**src/hw/rtl/sfbm_pkg.sv**
```systemverilog
`timescale 1ns / 1ps
`default_nettype none
// ----------------------------------------------------------------------------
// sfbm_pkg: shared types and constants of the fractal simplex height core
// Field widths, fixed-point constants, the permutation table and the bus
// structures that run along the octave chain.
// ----------------------------------------------------------------------------
package sfbm_pkg;

  localparam int GRID_W   = 11;
  localparam int IDX_W    = 10;
  localparam int OFF_W    = 32;
  localparam int SCALE_W  = 24;
  localparam int OCT_W    = 4;
  localparam int PERS_W   = 18;
  localparam int LAC_W    = 20;
  localparam int HEIGHT_W = 17;
  localparam int U_W      = IDX_W + SCALE_W;
  localparam int FACT_W   = 24;
  localparam int TOTAL_W  = 40;
  localparam int CFG_IDX_W = 3;
  localparam int CELL_LAT = 16;

  localparam logic [FACT_W-1:0] FACT_ONE = 24'd65536;
  localparam logic [FACT_W-1:0] FACT_MAX = 24'hFFFFFF;

  localparam logic signed [15:0] SKEW_F2   = 16'sd23988;
  localparam logic signed [15:0] UNSKEW_G2 = 16'sd13849;
  localparam logic signed [15:0] UNSKEW_G2X2 = 16'sd27698;

  typedef enum logic [CFG_IDX_W-1:0] {
    REG_GRID_SIZE,
    REG_OFFSET_X,
    REG_OFFSET_Y,
    REG_COORD_SCALE,
    REG_OCTAVE_COUNT,
    REG_PERSISTENCE,
    REG_LACUNARITY
  } reg_idx_t;

  typedef struct packed {
    logic signed [OFF_W-1:0] offset_x;
    logic signed [OFF_W-1:0] offset_y;
    logic [PERS_W-1:0]       persistence;
    logic [LAC_W-1:0]        lacunarity;
  } sfbm_cfg_t;

  typedef struct packed {
    logic                      valid;
    logic [OCT_W-1:0]          rem;
    logic [U_W-1:0]            ux;
    logic [U_W-1:0]            uy;
    logic [FACT_W-1:0]         freq;
    logic [FACT_W-1:0]         amp;
    logic signed [TOTAL_W-1:0] total;
  } sfbm_bus_t;

  localparam logic [7:0] PERM_ROM [256] = '{
    8'd151, 8'd160, 8'd137, 8'd91,  8'd90,  8'd15,  8'd131, 8'd13,
    8'd201, 8'd95,  8'd96,  8'd53,  8'd194, 8'd233, 8'd7,   8'd225,
    8'd140, 8'd36,  8'd103, 8'd30,  8'd69,  8'd142, 8'd8,   8'd99,
    8'd37,  8'd240, 8'd21,  8'd10,  8'd23,  8'd190, 8'd6,   8'd148,
    8'd247, 8'd120, 8'd234, 8'd75,  8'd0,   8'd26,  8'd197, 8'd62,
    8'd94,  8'd252, 8'd219, 8'd203, 8'd117, 8'd35,  8'd11,  8'd32,
    8'd57,  8'd177, 8'd33,  8'd88,  8'd237, 8'd149, 8'd56,  8'd87,
    8'd174, 8'd20,  8'd125, 8'd136, 8'd171, 8'd168, 8'd68,  8'd175,
    8'd74,  8'd165, 8'd71,  8'd134, 8'd139, 8'd48,  8'd27,  8'd166,
    8'd77,  8'd146, 8'd158, 8'd231, 8'd83,  8'd111, 8'd229, 8'd122,
    8'd60,  8'd211, 8'd133, 8'd230, 8'd220, 8'd105, 8'd92,  8'd41,
    8'd55,  8'd46,  8'd245, 8'd40,  8'd244, 8'd102, 8'd143, 8'd54,
    8'd65,  8'd25,  8'd63,  8'd161, 8'd1,   8'd216, 8'd80,  8'd73,
    8'd209, 8'd76,  8'd132, 8'd187, 8'd208, 8'd89,  8'd18,  8'd169,
    8'd200, 8'd196, 8'd135, 8'd130, 8'd116, 8'd188, 8'd159, 8'd86,
    8'd164, 8'd100, 8'd109, 8'd198, 8'd173, 8'd186, 8'd3,   8'd64,
    8'd52,  8'd217, 8'd226, 8'd250, 8'd124, 8'd123, 8'd5,   8'd202,
    8'd38,  8'd147, 8'd118, 8'd126, 8'd255, 8'd82,  8'd85,  8'd212,
    8'd207, 8'd206, 8'd59,  8'd227, 8'd47,  8'd16,  8'd58,  8'd17,
    8'd182, 8'd189, 8'd28,  8'd42,  8'd223, 8'd183, 8'd170, 8'd213,
    8'd119, 8'd248, 8'd152, 8'd2,   8'd44,  8'd154, 8'd163, 8'd70,
    8'd221, 8'd153, 8'd101, 8'd155, 8'd167, 8'd43,  8'd172, 8'd9,
    8'd129, 8'd22,  8'd39,  8'd253, 8'd19,  8'd98,  8'd108, 8'd110,
    8'd79,  8'd113, 8'd224, 8'd232, 8'd178, 8'd185, 8'd112, 8'd104,
    8'd218, 8'd246, 8'd97,  8'd228, 8'd251, 8'd34,  8'd242, 8'd193,
    8'd238, 8'd210, 8'd144, 8'd12,  8'd191, 8'd179, 8'd162, 8'd241,
    8'd81,  8'd51,  8'd145, 8'd235, 8'd249, 8'd14,  8'd239, 8'd107,
    8'd49,  8'd192, 8'd214, 8'd31,  8'd181, 8'd199, 8'd106, 8'd157,
    8'd184, 8'd84,  8'd204, 8'd176, 8'd115, 8'd121, 8'd50,  8'd45,
    8'd127, 8'd4,   8'd150, 8'd254, 8'd138, 8'd236, 8'd205, 8'd93,
    8'd222, 8'd114, 8'd67,  8'd29,  8'd24,  8'd72,  8'd243, 8'd141,
    8'd128, 8'd195, 8'd78,  8'd66,  8'd215, 8'd61,  8'd156, 8'd180
  };

endpackage
`default_nettype wire

```
**src/hw/rtl/sfbm_div.sv**
```systemverilog
`timescale 1ns / 1ps
`default_nettype none
// ----------------------------------------------------------------------------
// sfbm_div: pipelined restoring divider, two lanes sharing one divisor
// One quotient bit per stage; the octave count travels alongside as a tag.
// ----------------------------------------------------------------------------
module sfbm_div
  import sfbm_pkg::*;
(
  input  wire logic              clk,
  input  wire logic              rst,
  input  wire logic              in_valid,
  input  wire logic [OCT_W-1:0]  in_rem,
  input  wire logic [U_W-1:0]    num_x,
  input  wire logic [U_W-1:0]    num_y,
  input  wire logic [GRID_W-1:0] divisor,
  output logic                   out_valid,
  output logic [OCT_W-1:0]       out_rem,
  output logic [U_W-1:0]         quo_x,
  output logic [U_W-1:0]         quo_y
);

  logic [U_W-1:0]    qx [U_W+1];
  logic [U_W-1:0]    qy [U_W+1];
  logic [GRID_W-1:0] rx [U_W+1];
  logic [GRID_W-1:0] ry [U_W+1];
  logic              vld [U_W+1];
  logic [OCT_W-1:0]  rm [U_W+1];

  always_comb begin
    qx[0]  = num_x;
    qy[0]  = num_y;
    rx[0]  = '0;
    ry[0]  = '0;
    vld[0] = in_valid;
    rm[0]  = in_rem;
  end

  for (genvar k = 0; k < U_W; k++) begin : g_stage
    logic [GRID_W:0] tx;
    logic [GRID_W:0] ty;
    logic            bx;
    logic            by;

    always_comb begin
      tx = {rx[k], qx[k][U_W-1]};
      ty = {ry[k], qy[k][U_W-1]};
      bx = tx >= {1'b0, divisor};
      by = ty >= {1'b0, divisor};
    end

    always_ff @(posedge clk) begin
      rx[k+1] <= bx ? GRID_W'(tx - {1'b0, divisor}) : tx[GRID_W-1:0];
      ry[k+1] <= by ? GRID_W'(ty - {1'b0, divisor}) : ty[GRID_W-1:0];
      qx[k+1] <= {qx[k][U_W-2:0], bx};
      qy[k+1] <= {qy[k][U_W-2:0], by};
      rm[k+1] <= rm[k];
    end

    always_ff @(posedge clk) begin
      if (rst) begin
        vld[k+1] <= 1'b0;
      end else begin
        vld[k+1] <= vld[k];
      end
    end
  end

  assign out_valid = vld[U_W];
  assign out_rem   = rm[U_W];
  assign quo_x     = qx[U_W];
  assign quo_y     = qy[U_W];

endmodule
`default_nettype wire

```
**config.mk**
```make
export PLATFORM = sky130hd
export DESIGN_NAME = sfbm_div
export DESIGN_NICKNAME = d
export VERILOG_FILES = /design/src/hw/rtl/sfbm_pkg.sv /design/src/hw/rtl/sfbm_div.sv
export SDC_FILE = /design/constraint.sdc
export NUM_CORES = 2
export LEC_CHECK = 0
export ABC_AREA = 0
export BUFFER_PORTS_ARGS = -buffer_cell sky130_fd_sc_hd__buf_2
export CAP_MARGIN = 20
export CORE_MARGIN = 3
export CORE_UTILIZATION = 60
export DETAILED_ROUTE_END_ITERATION = 10
export PLACE_DENSITY_LB_ADDON = 0.3
export SETUP_SLACK_MARGIN = 0.05
export SLEW_MARGIN = 15
export SYNTH_ARGS = -nofsm -noshare
export SYNTH_HDL_FRONTEND = slang
export SYNTH_SLANG_ARGS = --single-unit
```
**constraint.sdc**
```tcl
create_clock -name clk -period 9 [get_ports clk]
set_input_delay 0.45 -clock clk [delete_from_list [all_inputs] [get_ports clk]]
set_output_delay 0.45 -clock clk [all_outputs]
set_load 0.02 [all_outputs]
```
Word level (Yosys, flattened, before mapping)
Cells that the tools add are included.
W data, S select, Z words.

cells by class
  add/subtract/negate cells = 66
  $lt $le $gt $ge = 68
  mux-type cells = 66

operator list
  operator          number
  $ge A12 B11 Y1    66
  $mux W11          64
  $sub A11 B11 Y11  64
  $ge A1 B11 Y1     2
  $sub A1 B11 Y11   2
  $mux W1           2

word-level totals
  bits in registers = 3208
  input port bits = 86
  output and inout port bits = 73
  word-level logic and storage cells = 404

Logic depth before layout (Yosys ltp)
  word-level depth = 2
  gate-level depth with buffers = 10
  mapped depth without buffers = 9

Worst setup path after synthesis
Ideal clock, no wire load.

  path type = input to register
  start point = input divisor[2]
  end point = register rx (netlist bit g_stage[16].tx[10])
  setup time = 121 ps
  data arrival time = 3457 ps
  slack = 5422 ps
  cell stages on the path = 9
  buffers on the path = 1
  cells stage by stage = inv_1 -> ha_1 -> nand2b_1 -> a21oi_1 -> a41oi_1 -> o21bai_1 -> a2111oi_4 -> buf_6 -> mux2_2

on the way
  word-level cells in the longest chain between the ends = 2
  elaborated cells between the ends (all ways) = 3
  those cells by class = 1 x add/sub; 1 x order compare; 1 x mux

RTL lines
  item                                                       line                            RTL
  from (decl)                                                sfbm_div.sv:16                  input wire logic [GRID_W-1:0] divisor,
  $sub A11 B11 Y11 / $ge A12 B11 Y1 (equally long branches)  sfbm_div.sv:53, sfbm_div.sv:48
  $mux W11 (*)                                               sfbm_div.sv:53                  rx[k+1] <= bx ? GRID_W'(tx - {1'b0, divisor}) : tx[GRID_W-1:0];
  to (signal, indexed assignment)                            sfbm_div.sv:53
  to (decl)                                                  sfbm_div.sv:25                  logic [GRID_W-1:0] rx [U_W+1];

Mark *: on every way between the ends. The rest lies on a longest branch, timed or not.
A chain may end at the register's enable or synchronous reset.

Final worst setup path
  start point = input divisor[1]
  end point = register rx (netlist bit g_stage[16].tx[8])

The elaborated chain is that of the path after synthesis.

==> results.cfg <==
[outcome]
status = finished, final reports clean

[clock_tree]
cts-htree-levels = 5
cts_setup_buffers = 0
clkTransAtPathRegs_ns = 0.06
clock_latency_ns = 0.92
cts.sinks = 3208
clk_path_buf_depth = 4
cts_hold_buffers = 77
cts_tree = done
cts-root-buf = clkbuf_16
cts-resized-gates = 0
cts_buffers = 316

[yosys]
synthSimpleGateAreaFrac_pct = 5.71
synth_nets = 9520
synth_compound_area_share_pct = 11.6
ys.warnings.count = 0
async_flop_share_pct = 0
synth_fa_ha_area_share_pct = 9.65
synth_edf_count = 0
syn_area_um2 = 108000
synthFlopType = dfxtp_1
yosysSeqAreaShare_pct = 59.5
synthMuxAreaShare_pct = 7.84
synth_top_family_by_area = compound AO/OA/AOI/OAI gates
ys_ff_latch = 3208
syn_avg_cell_area_um2 = 12.5
synthXorXnorAreaFrac_pct = 3.36
synthCells = 8640
ys_types = 61

[timing]
hold_viol = 0
worstMarginPinSlew_ns = 1.03
finalCriticalPeriod_ns = 3.65
period_share_pct = 40.6
relSlewSlack_pct = 31.3
skew_ns = 0.0586
fin_setup_tns_ns = 0
finalWorstSetupSlack_ns = 5.35
rsz0062_at_grt = false
setup_violations = 0
fmax_mhz = 274
drv_slew = 0
holdWs_ns = 0.108

[floorplan]
core_um2 = 179000
rows = 155
die_h_um = 430
die-area_um2 = 185000
die_w_um = 430
initial_utilization_pct = 60.4
io_pins = 159

[worst_setup_path]
crit_required_ns = 9.79
cp.arrival_ns = 4.45
crit_fanout = 37
startpoint_type = input pin
critPathKind = in -> reg
endpoint_kind = flip-flop

[power]
ir_drop_v = 0.000181
powerDensity_nw_per_um2 = 396
total_power_mw = 48.2
p_leak_nw = 51.6

[drt]
drtPass1Iterations = 5
drt_wl_total_mm = 205
drtIter0Drc = 3351
wl_per_cell_um = 17.6
drc = 0
via_per_inst = 5.45
ant_nets = 0
via_count = 63300

[global_route]
grt_pass1_wl_mm = 331
grt_pass1_vias = 65400
grt_usage_pct = 21.8
overflow = 0
grt_start_max_net_pins = 55
antenna_found_initial = 0

[final_layout]
layout_commonest_cell = dfxtp_1
fillers = 12200
fin_nets = 9928
areaGrowthSynthToFinish_pct = 12.9
layout_common_cells = 3208 x dfxtp_1, 730 x ha_1, 586 x mux2_2, 531 x nor2_1, 419 x a21oi_1
drive_gt1_share_pct = 15.3
utilization_pct = 68.2

[placed_design]
io_buffers = 158
place_ws_ns = 4.38
place_congestion = 0.856
hpwl_mm = 126

[worst_hold_path]
hold_path.class = in -> reg

[job]
drv_cap = 0
[state kept, by name, indices dropped and copies added, names as in the netlist]
signal	flops
quo_x	34
out_valid	1
qy	1089
vld	33
g_stage.tx	396
out_rem	4
quo_y	34
qx	1089
rm	132
g_stage.ty	396
[worst max-delay path, stage by stage]
cell and delay, ns:
buf_6 0.33, clkinv_2 0.79, buf_4 0.67, ha_1 0.44, a41oi_1 0.20, o21bai_1 0.15
a2111oi_4 0.87, mux2_2 0.43
[routing by layer]
layer,vias to the layer above,wire length (µm),GRT usage [%]
li1,31200,-,-
met3,598,8270,3.36
met1,30100,85400,25.7
met4,0,8670,9.89
met5,-,0,0
met2,1446,103000,39.2
[area by class of cell]
type / instances / area [µm²] / share of cell area, %
Clock inverter: 101 / 1330 / 1.09
Timing Repair Buffer: 255 / 1730 / 1.42
Tap cell: 2355 / 2950 / 2.42
Inverter: 323 / 1220 / 1.00
Clock buffer: 441 / 9170 / 7.53
Multi-Input combinational cell: 4944 / 41200 / 33.8
Antenna cell: 1 / 2.50 / 0.00205
Sequential cell: 3208 / 64200 / 52.7
[logic make-up after synthesis]
group	after synthesis
AO/OA/AOI/OAI	1732
AND/OR/NAND/NOR	1238
buffers and inverters	488
multiplexers	766
XOR/XNOR	414
flip-flops	3208
adder cells (fa/ha/maj)	794
[stage by stage]
stage,instances,area (µm²)
after global placement,11000,111000
after global routing,11600,122000
after floorplan,8640,108000
after CTS,11600,122000
final,11600,122000
after detailed placement,11000,111000
[cell usage after synthesis (all sizes together), types with 15 or more instances]
cell type | count | share of area (%)
and3 | 30 | 0.17
buf | 136 | 1.1
o21ai | 289 | 1.3
nor4 | 40 | 0.23
nand2 | 110 | 0.38
a21oi | 462 | 2.3
fa | 64 | 1.2
a21o | 71 | 0.49
a311o | 25 | 0.23
ha | 730 | 8.5
o21bai | 184 | 1.3
a211oi | 54 | 0.38
nor3 | 54 | 0.25
o22ai | 61 | 0.35
clkbuf | 29 | 0.10
o21a | 233 | 1.6
mux2i | 133 | 1.2
a41oi | 90 | 0.99
mux2 | 633 | 6.6
a2111oi | 67 | 1.1
xor2 | 125 | 1.0
nand4 | 62 | 0.36
o211a | 25 | 0.23
nor2b | 168 | 0.97
a31o | 30 | 0.24
nand2b | 199 | 1.2
dfxtp | 3208 | 60
o31a | 15 | 0.12
xnor2 | 289 | 2.3
o31ai | 62 | 0.43
inv | 323 | 1.1
nor2 | 531 | 1.8
and4b | 25 | 0.23
a311oi | 37 | 0.30
[final timing paths]
kind	start	end	slack (ns)	cells after the start
min	divisor[9]	g_stage[1].tx[8]	0.11	4
max reg2reg	g_stage[20].ty[0]	g_stage[21].ty[6]	6.05	9
min reg2reg	qy[519]	qy[486]	0.29	0
max	divisor[1]	g_stage[16].tx[8]	5.35	8
[power breakdown]
group          leakage, nW  internal (mW)  switching [mW]
Combinational         19.6           7.78            7.96
Sequential            26.8           17.8            1.55
Clock                 5.16           7.91            5.28
No activity file was read; power rests on OpenSTA's default activity.
